==> src/rtl/joystick_calibrate_deadzone_map_defines.svh <==
// ---------------------------------------------------------------------------
// joystick_calibrate_deadzone_map_defines
// Assertion macros shared by the joystick calibrate and map RTL.
// ---------------------------------------------------------------------------
`ifndef JOYSTICK_CALIBRATE_DEADZONE_MAP_DEFINES_SVH
`define JOYSTICK_CALIBRATE_DEADZONE_MAP_DEFINES_SVH

// same-cycle implication, clocked on i_clk, off during reset
`define JCDM_ASSERT_NOW(lbl, ante, cons, msg) \
    lbl: assert property (@(posedge i_clk) disable iff (!i_rst_n) \
        (ante) |-> (cons)) else $error(msg);

// next-cycle implication, clocked on i_clk, off during reset
`define JCDM_ASSERT_NEXT(lbl, ante, cons, msg) \
    lbl: assert property (@(posedge i_clk) disable iff (!i_rst_n) \
        (ante) |=> (cons)) else $error(msg);

`endif

==> src/rtl/jcdm_pkg.sv <==
// ---------------------------------------------------------------------------
// jcdm_pkg
// Types and constants of the joystick calibrate and deadzone map block.
// ---------------------------------------------------------------------------
`default_nettype none

package jcdm_pkg;

    localparam int ADC_BITS        = 12;
    localparam int REG_W           = 12;
    localparam int PCT_W           = 8;
    localparam int PCT_SCALE       = 100;
    localparam int CAL_SAMPLES_DEF = 120;
    localparam int CFG_IDX_W       = 2;

    localparam logic [REG_W-1:0] RST_DEFAULT_CENTER   = 12'd2048;
    localparam logic [REG_W-1:0] RST_DEFAULT_DEADZONE = 12'd200;
    localparam logic [REG_W-1:0] RST_CAL_DEADZONE     = 12'd100;
    localparam logic [REG_W-1:0] RST_ADC_FULL_SCALE   = 12'd4095;
    localparam logic [REG_W-1:0] RST_CENTER           = 12'd2048;

    typedef enum logic [1:0] {
        OP_MEASURE = 2'd0,
        OP_CAL     = 2'd1,
        OP_RESTART = 2'd2
    } t_opcode;

    typedef enum logic [CFG_IDX_W-1:0] {
        CFG_DEFAULT_CENTER   = 2'd0,
        CFG_DEFAULT_DEADZONE = 2'd1,
        CFG_CAL_DEADZONE     = 2'd2,
        CFG_ADC_FULL_SCALE   = 2'd3
    } t_cfg_idx;

    typedef enum logic [2:0] {
        ST_IDLE,
        ST_CAL_ACC,
        ST_PREP,
        ST_LAUNCH,
        ST_WAIT,
        ST_DONE
    } t_state;

endpackage

`default_nettype wire

==> src/rtl/jcdm_div.sv <==
// ---------------------------------------------------------------------------
// jcdm_div
// Restoring serial divider, one quotient bit per cycle, pulse on done.
// ---------------------------------------------------------------------------
`default_nettype none

module jcdm_div #(
    parameter int DVD_W = 19,
    parameter int DVS_W = 12
) (
    input  wire logic             i_clk,
    input  wire logic             i_rst_n,
    input  wire logic             i_start,
    input  wire logic [DVD_W-1:0] i_dividend,
    input  wire logic [DVS_W-1:0] i_divisor,
    output logic                  o_done,
    output logic      [DVD_W-1:0] o_quotient
);

    localparam int CNT_W = $clog2(DVD_W);

    logic             r_busy;
    logic             r_done;
    logic [CNT_W-1:0] r_cnt;
    logic [DVD_W-1:0] r_q;
    logic [DVS_W-1:0] r_rem;
    logic [DVS_W-1:0] r_dvs;

    logic [DVS_W:0]   rem_sh;
    logic [DVS_W:0]   diff;
    logic             fits;

    always_comb begin
        rem_sh = {r_rem, r_q[DVD_W-1]};
        diff   = rem_sh - {1'b0, r_dvs};
        fits   = ~diff[DVS_W];
    end

    always_ff @(posedge i_clk) begin
        if (!i_rst_n) begin
            r_busy <= 1'b0;
            r_done <= 1'b0;
            r_cnt  <= '0;
        end else begin
            r_done <= 1'b0;
            if (i_start) begin
                r_busy <= 1'b1;
                r_cnt  <= '0;
            end else if (r_busy) begin
                r_cnt <= r_cnt + 1'b1;
                if (r_cnt == CNT_W'(DVD_W - 1)) begin
                    r_busy <= 1'b0;
                    r_done <= 1'b1;
                end
            end
        end
    end

    always_ff @(posedge i_clk) begin
        if (i_start) begin
            r_q   <= i_dividend;
            r_rem <= '0;
            r_dvs <= i_divisor;
        end else if (r_busy) begin
            r_q   <= {r_q[DVD_W-2:0], fits};
            r_rem <= fits ? diff[DVS_W-1:0] : rem_sh[DVS_W-1:0];
        end
    end

    assign o_done     = r_done;
    assign o_quotient = r_q;

endmodule

`default_nettype wire

==> src/rtl/joystick_calibrate_deadzone_map.sv <==
// ---------------------------------------------------------------------------
// joystick_calibrate_deadzone_map
// Joystick centre calibration and deadzone percent mapping.
// ---------------------------------------------------------------------------
// One item is taken at a time; o_in_stall stays high until its result beat
// has been placed in the output register, which waits while the previous
// result beat is held by i_out_stall. A measure item passes the PREP, LAUNCH
// and WAIT states for X and then Y, and skips the divider for an axis that
// lands in the dead band or has no span; the item that ends a calibration run
// divides the X and then the Y sum; other calibration items only add to the
// sums. One restoring divider (DVD_W = 19 at the default CAL_SAMPLES) yields
// one quotient bit per cycle while busy and serves X and then Y in turn, both
// for the percent scaling and for the centre mean. A new item is taken while
// the previous result beat still waits downstream.
`default_nettype none

module joystick_calibrate_deadzone_map #(
    parameter int CAL_SAMPLES = jcdm_pkg::CAL_SAMPLES_DEF
) (
    input  wire logic                                i_clk,
    input  wire logic                                i_rst_n,
    input  wire logic                                i_cfg_we,
    input  wire logic [jcdm_pkg::CFG_IDX_W-1:0]      i_cfg_index,
    input  wire logic [jcdm_pkg::REG_W-1:0]          i_cfg_data,
    input  wire logic                                i_in_valid,
    output logic                                     o_in_stall,
    input  wire logic [1:0]                          i_opcode,
    input  wire logic [jcdm_pkg::ADC_BITS-1:0]       i_sample_x,
    input  wire logic [jcdm_pkg::ADC_BITS-1:0]       i_sample_y,
    output logic                                     o_out_valid,
    input  wire logic                                i_out_stall,
    output logic signed [jcdm_pkg::PCT_W-1:0]        o_x_percent,
    output logic signed [jcdm_pkg::PCT_W-1:0]        o_y_percent,
    output logic                                     o_calibrated,
    output logic [jcdm_pkg::REG_W-1:0]               o_center_x_out,
    output logic [jcdm_pkg::REG_W-1:0]               o_center_y_out
);

`include "joystick_calibrate_deadzone_map_defines.svh"

    localparam int AW    = jcdm_pkg::ADC_BITS;
    localparam int RW    = jcdm_pkg::REG_W;
    localparam int PW    = jcdm_pkg::PCT_W;
    localparam int SUM_W = AW + $clog2(CAL_SAMPLES);
    localparam int CNT_W = $clog2(CAL_SAMPLES + 1);
    localparam int PRD_W = RW + 7;
    localparam int DVD_W = (SUM_W > PRD_W) ? SUM_W : PRD_W;
    localparam int DVS_W = (CNT_W > RW) ? CNT_W : RW;
    localparam int SW    = RW + 2;

    jcdm_pkg::t_state r_state, n_state;

    logic [1:0]        r_op,     n_op;
    logic [AW-1:0]     r_sx,     n_sx;
    logic [AW-1:0]     r_sy,     n_sy;
    logic              r_axis,   n_axis;
    logic [RW-1:0]     r_off,    n_off;
    logic [RW-1:0]     r_span,   n_span;
    logic              r_neg,    n_neg;
    logic              r_zero,   n_zero;
    logic [PW-1:0]     r_px,     n_px;
    logic [PW-1:0]     r_py,     n_py;

    logic [SUM_W-1:0]  r_sum_x,  n_sum_x;
    logic [SUM_W-1:0]  r_sum_y,  n_sum_y;
    logic [CNT_W-1:0]  r_count,  n_count;
    logic [RW-1:0]     r_cx,     n_cx;
    logic [RW-1:0]     r_cy,     n_cy;
    logic              r_cal_flag, n_cal_flag;

    logic [RW-1:0]     r_def_center;
    logic [RW-1:0]     r_def_dz;
    logic [RW-1:0]     r_cal_dz;
    logic [RW-1:0]     r_full_scale;

    logic              r_o_valid, n_o_valid;
    logic [PW-1:0]     r_o_x;
    logic [PW-1:0]     r_o_y;
    logic              r_o_cal;
    logic [RW-1:0]     r_o_cx;
    logic [RW-1:0]     r_o_cy;
    logic              load_out;

    logic              div_start;
    logic [DVD_W-1:0]  div_dividend;
    logic [DVS_W-1:0]  div_divisor;
    logic              div_done;
    logic [DVD_W-1:0]  div_q;

    logic              in_accept;
    logic              is_measure;
    logic [AW-1:0]     m_v;
    logic [RW-1:0]     m_c;
    logic [RW-1:0]     m_d;
    logic signed [SW-1:0] s_v, s_c, s_d, s_f, s_lo, s_hi, s_up;
    logic              below;
    logic              in_band;
    logic signed [SW-1:0] span_raw;
    logic signed [SW-1:0] off_raw;
    logic [6:0]        q_pct;
    logic [PW-1:0]     mag;
    logic [PW-1:0]     pct_val;

    assign in_accept  = i_in_valid && !o_in_stall;
    assign o_in_stall = (r_state != jcdm_pkg::ST_IDLE);
    assign is_measure = (r_op == jcdm_pkg::OP_MEASURE);

    // one axis of the band classification
    always_comb begin
        m_v      = r_axis ? r_sy : r_sx;
        m_c      = r_cal_flag ? (r_axis ? r_cy : r_cx) : r_def_center;
        m_d      = r_cal_flag ? r_cal_dz : r_def_dz;
        s_v      = $signed(SW'(m_v));
        s_c      = $signed(SW'(m_c));
        s_d      = $signed(SW'(m_d));
        s_f      = $signed(SW'(r_full_scale));
        s_lo     = s_c - s_d;
        s_hi     = s_c + s_d;
        s_up     = s_f - s_c - s_d;
        below    = (s_v < s_c);
        in_band  = (s_v >= s_lo) && (s_v <= s_hi);
        span_raw = below ? s_lo : s_up;
        off_raw  = below ? (s_lo - s_v) : (s_v - s_hi);
    end

    // clamp, then sign: Y is inverted
    always_comb begin
        q_pct   = (div_q > DVD_W'(jcdm_pkg::PCT_SCALE)) ? 7'(jcdm_pkg::PCT_SCALE)
                                                         : div_q[6:0];
        mag     = {1'b0, q_pct};
        pct_val = (r_neg ^ r_axis) ? (~mag + 1'b1) : mag;
    end

    always_comb begin
        div_dividend = is_measure ? (DVD_W'(r_off) * DVD_W'(jcdm_pkg::PCT_SCALE))
                                  : (r_axis ? DVD_W'(r_sum_y) : DVD_W'(r_sum_x));
        div_divisor  = is_measure ? DVS_W'(r_span) : DVS_W'(CAL_SAMPLES);
    end

    always_comb begin
        n_state    = r_state;
        n_op       = r_op;
        n_sx       = r_sx;
        n_sy       = r_sy;
        n_axis     = r_axis;
        n_off      = r_off;
        n_span     = r_span;
        n_neg      = r_neg;
        n_zero     = r_zero;
        n_px       = r_px;
        n_py       = r_py;
        n_sum_x    = r_sum_x;
        n_sum_y    = r_sum_y;
        n_count    = r_count;
        n_cx       = r_cx;
        n_cy       = r_cy;
        n_cal_flag = r_cal_flag;
        div_start  = 1'b0;
        load_out   = 1'b0;
        n_o_valid  = r_o_valid && i_out_stall;

        case (r_state)
            jcdm_pkg::ST_IDLE: begin
                if (in_accept) begin
                    n_op   = i_opcode;
                    n_sx   = i_sample_x;
                    n_sy   = i_sample_y;
                    n_axis = 1'b0;
                    n_px   = '0;
                    n_py   = '0;
                    case (i_opcode)
                        jcdm_pkg::OP_MEASURE: n_state = jcdm_pkg::ST_PREP;
                        jcdm_pkg::OP_CAL:     n_state = jcdm_pkg::ST_CAL_ACC;
                        jcdm_pkg::OP_RESTART: begin
                            n_sum_x = '0;
                            n_sum_y = '0;
                            n_count = '0;
                            n_state = jcdm_pkg::ST_DONE;
                        end
                        default: n_state = jcdm_pkg::ST_DONE;
                    endcase
                end
            end
            jcdm_pkg::ST_CAL_ACC: begin
                n_sum_x = r_sum_x + SUM_W'(r_sx);
                n_sum_y = r_sum_y + SUM_W'(r_sy);
                if (r_count == CNT_W'(CAL_SAMPLES - 1)) begin
                    n_count = '0;
                    n_state = jcdm_pkg::ST_LAUNCH;
                end else begin
                    n_count = r_count + 1'b1;
                    n_state = jcdm_pkg::ST_DONE;
                end
            end
            jcdm_pkg::ST_PREP: begin
                n_off   = off_raw[RW-1:0];
                n_span  = span_raw[RW-1:0];
                n_neg   = below;
                n_zero  = in_band || (span_raw <= 0);
                n_state = jcdm_pkg::ST_LAUNCH;
            end
            jcdm_pkg::ST_LAUNCH: begin
                if (is_measure && r_zero) begin
                    if (r_axis) begin
                        n_state = jcdm_pkg::ST_DONE;
                    end else begin
                        n_axis  = 1'b1;
                        n_state = jcdm_pkg::ST_PREP;
                    end
                end else begin
                    div_start = 1'b1;
                    n_state   = jcdm_pkg::ST_WAIT;
                end
            end
            jcdm_pkg::ST_WAIT: begin
                if (div_done) begin
                    if (is_measure) begin
                        if (r_axis) begin
                            n_py    = pct_val;
                            n_state = jcdm_pkg::ST_DONE;
                        end else begin
                            n_px    = pct_val;
                            n_axis  = 1'b1;
                            n_state = jcdm_pkg::ST_PREP;
                        end
                    end else begin
                        if (r_axis) begin
                            n_cy       = div_q[RW-1:0];
                            n_cal_flag = 1'b1;
                            n_sum_x    = '0;
                            n_sum_y    = '0;
                            n_state    = jcdm_pkg::ST_DONE;
                        end else begin
                            n_cx    = div_q[RW-1:0];
                            n_axis  = 1'b1;
                            n_state = jcdm_pkg::ST_LAUNCH;
                        end
                    end
                end
            end
            jcdm_pkg::ST_DONE: begin
                if (!r_o_valid || !i_out_stall) begin
                    load_out  = 1'b1;
                    n_o_valid = 1'b1;
                    n_state   = jcdm_pkg::ST_IDLE;
                end
            end
            default: n_state = jcdm_pkg::ST_IDLE;
        endcase
    end

    always_ff @(posedge i_clk) begin
        if (!i_rst_n) begin
            r_state    <= jcdm_pkg::ST_IDLE;
            r_o_valid  <= 1'b0;
            r_sum_x    <= '0;
            r_sum_y    <= '0;
            r_count    <= '0;
            r_cx       <= jcdm_pkg::RST_CENTER;
            r_cy       <= jcdm_pkg::RST_CENTER;
            r_cal_flag <= 1'b0;
        end else begin
            r_state    <= n_state;
            r_o_valid  <= n_o_valid;
            r_sum_x    <= n_sum_x;
            r_sum_y    <= n_sum_y;
            r_count    <= n_count;
            r_cx       <= n_cx;
            r_cy       <= n_cy;
            r_cal_flag <= n_cal_flag;
        end
    end

    always_ff @(posedge i_clk) begin
        if (!i_rst_n) begin
            r_def_center <= jcdm_pkg::RST_DEFAULT_CENTER;
            r_def_dz     <= jcdm_pkg::RST_DEFAULT_DEADZONE;
            r_cal_dz     <= jcdm_pkg::RST_CAL_DEADZONE;
            r_full_scale <= jcdm_pkg::RST_ADC_FULL_SCALE;
        end else if (i_cfg_we) begin
            case (i_cfg_index)
                jcdm_pkg::CFG_DEFAULT_CENTER:   r_def_center <= i_cfg_data;
                jcdm_pkg::CFG_DEFAULT_DEADZONE: r_def_dz     <= i_cfg_data;
                jcdm_pkg::CFG_CAL_DEADZONE:     r_cal_dz     <= i_cfg_data;
                jcdm_pkg::CFG_ADC_FULL_SCALE:   r_full_scale <= i_cfg_data;
                default: ;
            endcase
        end
    end

    always_ff @(posedge i_clk) begin
        r_op   <= n_op;
        r_sx   <= n_sx;
        r_sy   <= n_sy;
        r_axis <= n_axis;
        r_off  <= n_off;
        r_span <= n_span;
        r_neg  <= n_neg;
        r_zero <= n_zero;
        r_px   <= n_px;
        r_py   <= n_py;
        if (load_out) begin
            r_o_x   <= r_px;
            r_o_y   <= r_py;
            r_o_cal <= r_cal_flag;
            r_o_cx  <= r_cx;
            r_o_cy  <= r_cy;
        end
    end

    jcdm_div #(
        .DVD_W (DVD_W),
        .DVS_W (DVS_W)
    ) u_div (
        .i_clk      (i_clk),
        .i_rst_n    (i_rst_n),
        .i_start    (div_start),
        .i_dividend (div_dividend),
        .i_divisor  (div_divisor),
        .o_done     (div_done),
        .o_quotient (div_q)
    );

    assign o_out_valid    = r_o_valid;
    assign o_x_percent    = $signed(r_o_x);
    assign o_y_percent    = $signed(r_o_y);
    assign o_calibrated   = r_o_cal;
    assign o_center_x_out = r_o_cx;
    assign o_center_y_out = r_o_cy;

    `JCDM_ASSERT_NOW(a_done_in_wait, div_done, r_state == jcdm_pkg::ST_WAIT,
        "divider finished outside the wait state")
    `JCDM_ASSERT_NOW(a_count_range, 1'b1, r_count < CNT_W'(CAL_SAMPLES),
        "calibration count reached the run length")
    `JCDM_ASSERT_NEXT(a_flag_sticky, r_cal_flag, r_cal_flag,
        "calibrated flag dropped")
    `JCDM_ASSERT_NOW(a_pct_range, o_out_valid,
        (o_x_percent >= -8'sd100) && (o_x_percent <= 8'sd100) &&
        (o_y_percent >= -8'sd100) && (o_y_percent <= 8'sd100),
        "percent outside -100..100")

endmodule

`default_nettype wire

==> config.mk <==
export PLATFORM = sky130hd
export DESIGN_NAME = joystick_calibrate_deadzone_map
export DESIGN_NICKNAME = d
export VERILOG_FILES = /design/src/rtl/jcdm_pkg.sv /design/src/rtl/jcdm_div.sv /design/src/rtl/joystick_calibrate_deadzone_map.sv
export VERILOG_INCLUDE_DIRS = /design/src /design/src/rtl
export SDC_FILE = /design/constraint.sdc
export NUM_CORES = 1
export LEC_CHECK = 0
export BUFFER_PORTS_ARGS = -buffer_cell sky130_fd_sc_hd__buf_2
export CAP_MARGIN = 20
export CORE_AREA = 2 2 191 193
export CTS_CLUSTER_DIAMETER = 30
export CTS_CLUSTER_SIZE = 16
export DETAILED_ROUTE_END_ITERATION = 10
export DIE_AREA = 0 0 193 195
export PLACE_DENSITY_LB_ADDON = 0.25
export SKIP_LAST_GASP = 1
export SLEW_MARGIN = 20
export SYNTH_ARGS = -nofsm -noshare
export SYNTH_HDL_FRONTEND = slang
export SYNTH_HIERARCHICAL = 1
export SYNTH_SLANG_ARGS = --single-unit
==> constraint.sdc <==
create_clock -name i_clk -period 9.68 [get_ports i_clk]
set_input_delay 0.968 -clock i_clk [delete_from_list [all_inputs] [get_ports i_clk]]
set_output_delay 0.968 -clock i_clk [all_outputs]
set_load 0.005 [all_outputs]
======== Word level (Yosys, flattened, before mapping) ========
Index checks and enable logic that the tools add are counted.
storage, ports and cells
  bits in registers ....................... 282
  input port bits ......................... 45
  output and inout port bits .............. 43
  logic and storage cells ................. 170
operators by class
  $add $sub $neg .......................... 12
  multipliers ............................. 1
  $lt $le $gt $ge ......................... 5
  equality and inequality tests ........... 21
  muxes and demuxes ....................... 57
  bitwise gates (word level) .............. 7
  reductions and logical operators ........ 34
operators by type and width
  kind                                                  number
  2-to-1 mux 19 bit                                     9
  one-hot mux 19 bit (3 select lines)                   2
  2-to-1 mux 12 bit                                     6
  2-to-1 mux 8 bit                                      8
  adder 19 x 12 -> 19 bit                               2
  one-hot mux 8 bit (2 select lines)                    2
  2-to-1 mux 7 bit                                      4
  subtractor 12 x 12 -> 13 bit                          2
  2-to-1 mux 3 bit                                      8
  subtractor 12 bit                                     2
  > comparator 19 x 7 -> 1 bit, second input constant   1
  one-hot mux 3 bit (6 select lines)                    1
  multiplier 12 x 5 -> 17 bit, second input constant    1
  <= comparator 14 x 1 -> 1 bit, second input constant  1
  2-to-1 mux 14 bit                                     1
  inequality test 2 bit, second input constant          7
  one-hot mux 7 bit (2 select lines)                    1
  subtractor 13 x 13 -> 14 bit                          1
  adder 12 x 12 -> 13 bit                               1
  greater-or-equal comparator 13 bit                    1
  <= comparator 12 x 13 -> 1 bit                        1
  2-to-1 mux 1 bit                                      13
  subtractor 13 x 12 -> 13 bit                          1
  less-than comparator 12 bit                           1
  30 further kinds                                      60

======== Depth between registers and ports, before layout ========
  depth in word-level cells ............... 9
  mapped depth ............................ 22
  depth with buffers taken out ............ 21

======== By module ========
The synthesis kept the hierarchy.
by module, submodules not included
  module                           times used  cells each  area each (um2)  sequential area each (um2)
  joystick_calibrate_deadzone_map  1           1697        15468.6          5745.5
  jcdm_div                         1           261         2762.6           1311.3

======== Worst setup path before layout ========
No wires, ideal clock.
  kind .................................... register to register
  start ................................... register r_axis
  end ..................................... register r_off[11] (data pin)
  setup time .............................. 158 ps
  data arrival time ....................... 4077 ps
  required time ........................... 9522 ps
  setup slack ............................. 5445 ps
  stages on the path, launching flop included .. 21
  path buffers ............................ 3
  clock period less this slack ............ 4235 ps
  path through ............................ edfxtp_1 -> buf_6 -> clkbuf_1 -> mux2i_1 -> a21o_1 -> inv_1 -> ha_1 -> clkbuf_1 -> o21a_1 -> o31ai_1 -> a21oi_1 -> o21ai_1 -> a21oi_1 -> xnor2_1 -> inv_1 -> ha_1 -> nand3_1 -> a21oi_1 -> nor3_1 -> or4_1 -> o211ai_1
on the way
  cells in the longest elaborated chain, start to end .. 5
  elaborated cells on any way between the ends .. 9
  those cells by class .................... add/sub (4); order compare (1); mux (4)
RTL lines
  item                                                                     line                                                                            text
  start, declared                                                          joystick_calibrate_deadzone_map.sv:56                                           logic r_axis, n_axis;
  start signal, assigned                                                   joystick_calibrate_deadzone_map.sv:295                                          r_axis <= n_axis;
  2-to-1 mux 12 bit (2 in series)                                          joystick_calibrate_deadzone_map.sv:111                                          m_c = r_cal_flag ? (r_axis ? r_cy : r_cx) : r_def_center;
  adder 12 x 12 -> 13 bit or subtractor 12 x 12 -> 13 bit (tied branches)  joystick_calibrate_deadzone_map.sv:118, joystick_calibrate_deadzone_map.sv:117
  subtractor 12 bit                                                        joystick_calibrate_deadzone_map.sv:123                                          off_raw = below ? (s_lo - s_v) : (s_v - s_hi);
  2-to-1 mux 12 bit *                                                      joystick_calibrate_deadzone_map.sv:123
  named net off_raw[11]                                                    joystick_calibrate_deadzone_map.sv:99                                           logic signed [SW-1:0] off_raw;
  end signal, assigned                                                     joystick_calibrate_deadzone_map.sv:296                                          r_off <= n_off;
  end, declared                                                            joystick_calibrate_deadzone_map.sv:57                                           logic [RW-1:0] r_off, n_off;
The timed path passes the listed nets; every way through them passes the cells marked *.
A chain may end at the register's enable or synchronous reset.

======== Worst setup path after layout ========
  start ................................... register r_axis
  end ..................................... register r_zero (data pin)
on the way
  cells in the longest elaborated chain, start to end .. 7
  elaborated cells on any way between the ends .. 14
  those cells by class .................... add/sub (4); order compare (4); mux (4); reduce/logical (2)
RTL lines
  item                             line                                    text
  2-to-1 mux 12 bit (2 in series)  joystick_calibrate_deadzone_map.sv:111
  subtractor 12 x 12 -> 13 bit     joystick_calibrate_deadzone_map.sv:119  s_up = s_f - s_c - s_d;
  subtractor 13 x 13 -> 14 bit     joystick_calibrate_deadzone_map.sv:119
  2-to-1 mux 14 bit                joystick_calibrate_deadzone_map.sv:122  span_raw = below ? s_lo : s_up;
  <= comparator 14 x 1 -> 1 bit    joystick_calibrate_deadzone_map.sv:199  n_zero = in_band || (span_raw <= 0);
  logical OR 1 bit *               joystick_calibrate_deadzone_map.sv:199
  end signal, assigned             joystick_calibrate_deadzone_map.sv:299  r_zero <= n_zero;
  end, declared                    joystick_calibrate_deadzone_map.sv:60   logic r_zero, n_zero;
Mark *: on every way between the ends. The rest lies on a longest branch, timed or not.

==> run_results.csv <==
group,metric,value,unit
setup_path,cp-end-kind,"flip-flop",
die,placementRows,69,
power,seq_power_share,0.272,
sta,finalClockSkew,33.0,ps
placed_design,gp_congestion,0.907,
synth,synthArstFlopShare,0,
clock_tree,post_cts_buffers,0,
die,die_area,0.0376,mm2
die,die_x,193,um
routing,first_pass_iters,5,
setup_path,critPathLaunchType,"flip-flop",
sta,fin_crit_sh,0.528,
setup_path,crit_chain,"mux2_4 -> mux2i_4 -> ha_1 -> inv_1 -> fa_1 -> a211oi_1 -> o21ai_0 -> a21oi_1 -> nor2_1 -> o21ai_0 -> a32o_1 -> inv_1 -> ha_1 -> nand3_1 -> a21oi_1 -> o2111ai_1 -> and3_1 -> a32o_1 -> o311ai_2",
clock_tree,cts_sinks,282,
clock_tree,tritoncts,"yes",
sta,period_needed,5110,ps
synth,synth_top_flop_cell,"edfxtp_1",
layout,drive_gt1_frac,0.127,
synth,yosys_register_bits,282,
sta,setup_tns,0,ps
synth,syn_area,0.0182,mm2
synth,synth_edf_count,141,
layout,fillCellCount,2975,
setup_path,cp_slowest_cell,"edfxtp_1",
synth,avgSynthCellArea,9.31,um2
grt,antenna_found_initial,1,
power,pwr-share-clk,0.387,
power,intPower,0.00388,W
die,io_pins,88,
sta,fmax,0.196,GHz
power,combPwrFrac,0.341,
routing,wl_per_cell,18.6,um
clock_tree,clkLatencyLatePin,590,ps
synth,yosysWarnings,6,
grt,grt_overflow,0,
layout,area_growth,17.5,%
power,powerDensity,279,mW/mm2
setup_path,worst-endpoint-arrival,5500,ps
routing,ant_nets,0,
routing,remaining_drc_errors,0,
die,die_h,195,um
synth,synth-seq-area-share,0.387,
sta,final-setup-viol-count,0,
setup_path,path_buf_inv,2,
synth,syn_nets,2194,
clock_tree,cts_made_buffers,66,
synth,synth_top_area_share,0.232,
grt,grt_pass1_vias,14300,
sta,relSlewSlack,0.282,
power,p_switching,0.00210,W
placed_design,place_ws,4710,ps
setup_path,crit_family,"compound AO/OA/AOI/OAI gates",
synth,yosysTopAreaCell,"edfxtp_1",
power,vdd_drop_max,0.189,mV
routing,drt_iter0_drc,904,
power,power.share.switching,0.351,
job,maxCapViolations,0,
grt,grt_max_degree,110,
sta,tightest_slew,1080,ps
outcome,outcome,"completed",
clock_tree,htreeDepth,3,
setup_path,slowest_delay,790,ps
routing,viasPerCell,5.72,
setup_path,critPathKind,"flip-flop to flip-flop",
clock_tree,clk_path_buf_depth,3,
power,power_leakage,8.98,nW
sta,setup_ws,4570,ps
clock_tree,clkTransAtPathRegs,50,ps
placed_design,place_hpwl,34.7,mm
setup_path,crit_fanout,13,
synth,synth.area.top_cells,"edfxtp_1 23%, dfxtp_1 15%, ha_1 12%",
die,core,0.0354,mm2
layout,fin_nets,2284,
sta,rsz0062_at_grt,"false",
worst_hold_path,hold_class,"flip-flop to flip-flop",
synth,synth_cell_type_count,82,
setup_path,critical_path_required,10070,ps
routing,vias,14700,
placed_design,port_buffers,87,
clock_tree,clock-root-buffer,"clkbuf_16",
sta,drv_slew,0,
die,initial_core_util,0.515,
sta,final-hold-violation-count,0,
clock_tree,ctsHoldBuffers,0,
synth,syn_inst,1958,
routing,wirelength,47.6,mm
grt,track_usage,0.254,
clock_tree,cts_resized,0,
grt,grt_first_pass_wirelength,75.4,mm
-- state kept, by name, summed over array words and instances (netlist names), 12 cells and up --
signal	flops
r_sum_y	19
r_cx	12
r_cal_dz	12
r_def_center	12
r_full_scale	12
r_off	12
u_div/o_quotient	19
o_center_y_out	12
o_center_x_out	12
r_sx	12
r_def_dz	12
u_div/r_dvs	12
r_cy	12
r_sum_x	19
r_span	12
r_sy	12
u_div/r_rem	12
-- cells in the final DEF (no fill, tap or decap), drive strengths merged, types with 7 or more instances in the layout --
master / n
a211oi: 18
a21boi: 56
a21o: 45
a21oi: 100
a22oi: 21
a311oi: 11
a31oi: 12
and2: 17
and3: 14
buf: 101
bufinv: 10
clkbuf: 79
clkinv: 21
dfxtp: 141
edfxtp: 141
fa: 16
ha: 175
inv: 138
mux2: 28
mux2i: 58
nand2: 231
nand2b: 25
nand3: 63
nand4: 11
nor2: 126
nor2b: 43
nor3: 34
nor3b: 7
nor4: 11
o211ai: 11
o21a: 14
o21ai: 96
o21bai: 14
o31ai: 12
or2: 7
or3: 16
xnor2: 66
xor2: 40
-- per-layer routing --
layer | global-route usage | vias to the layer above | routed length, um | part of all wire
met2 | 0.427 | 375 | 23000 | 0.48
met5 | 0 | - | 0 | 0
li1 | - | 7187 | - | -
met1 | 0.333 | 7028 | 21100 | 0.44
met3 | 0.0386 | 86 | 2250 | 0.047
met4 | 0.0856 | 0 | 1320 | 0.028
-- cell families after synthesis --
group           Yosys count  share of synthesized area
compound gates          454                      0.165
fa+ha+maj               191                      0.138
mux                      86                     0.0500
flops                   282                      0.387
simple gates            627                      0.164
buf+inv                 212                     0.0456
xor+xnor                106                     0.0509
-- area by class of cell --
class                           instances  area (um2)  area share
Multi-Input combinational cell       1464       10400       0.485
Sequential cell                       282        7060       0.329
Clock buffer                           79        1740      0.0812
Clock inverter                         42         618      0.0288
Tap cell                              461         577      0.0269
Timing Repair Buffer                  101         541      0.0252
Inverter                              133         499      0.0233
Antenna cell                            3        7.51    0.000350
-- stage by stage --
step | hold slack (ps) | util | cells | power [W] | instance area (um2)
3_3_place_gp | 404 | 0.538 | 2441 | 0.00359 | 19100
2_1_floorplan | 400 | - | 1958 | 0.00317 | 18200
5_1_grt | 424 | 0.605 | 2563 | 0.00633 | 21400
6_report | 413 | 0.605 | 2565 | 0.00597 | 21400
3_5_place_dp | 405 | 0.538 | 2441 | 0.00364 | 19100
4_1_cts | 413 | 0.605 | 2562 | 0.00598 | 21400
-- path summary, 6_finish.rpt --
kind | to | from | slack, ps | cells past startpoint
worst max-delay path | r_zero | r_axis | 4570 | 19
worst min-delay path | o_y_percent[2] | r_py[2] | 410 | 0
worst max register to register | r_zero | r_axis | 4570 | 19
worst min register to register | o_y_percent[2] | r_py[2] | 410 | 0
-- synthesized netlist by cell type (all sizes together), types with 18 or more instances --
master    n
dfxtp   141
mux2     28
nor3     34
xnor2    66
nor2    126
nand2   231
a22oi    21
a21boi   56
o21ai    96
ha      175
a211oi   18
nand2b   25
edfxtp  141
clkbuf   62
a21o     45
a21oi   100
mux2i    58
xor2     40
nand3    63
nor2b    43
inv     133
-- power groups by stage --
stage | combinational [W] | clock, W | sequential (W)
after floorplan | 0.00161 | 0 | 0.00156
after CTS | 0.00202 | 0.00234 | 0.00162
final | 0.00204 | 0.00231 | 0.00162
after detailed placement | 0.00200 | 0 | 0.00164
after global routing | 0.00228 | 0.00241 | 0.00164
after global placement | 0.00195 | 0 | 0.00163
(Power assumes the default switching activity.)
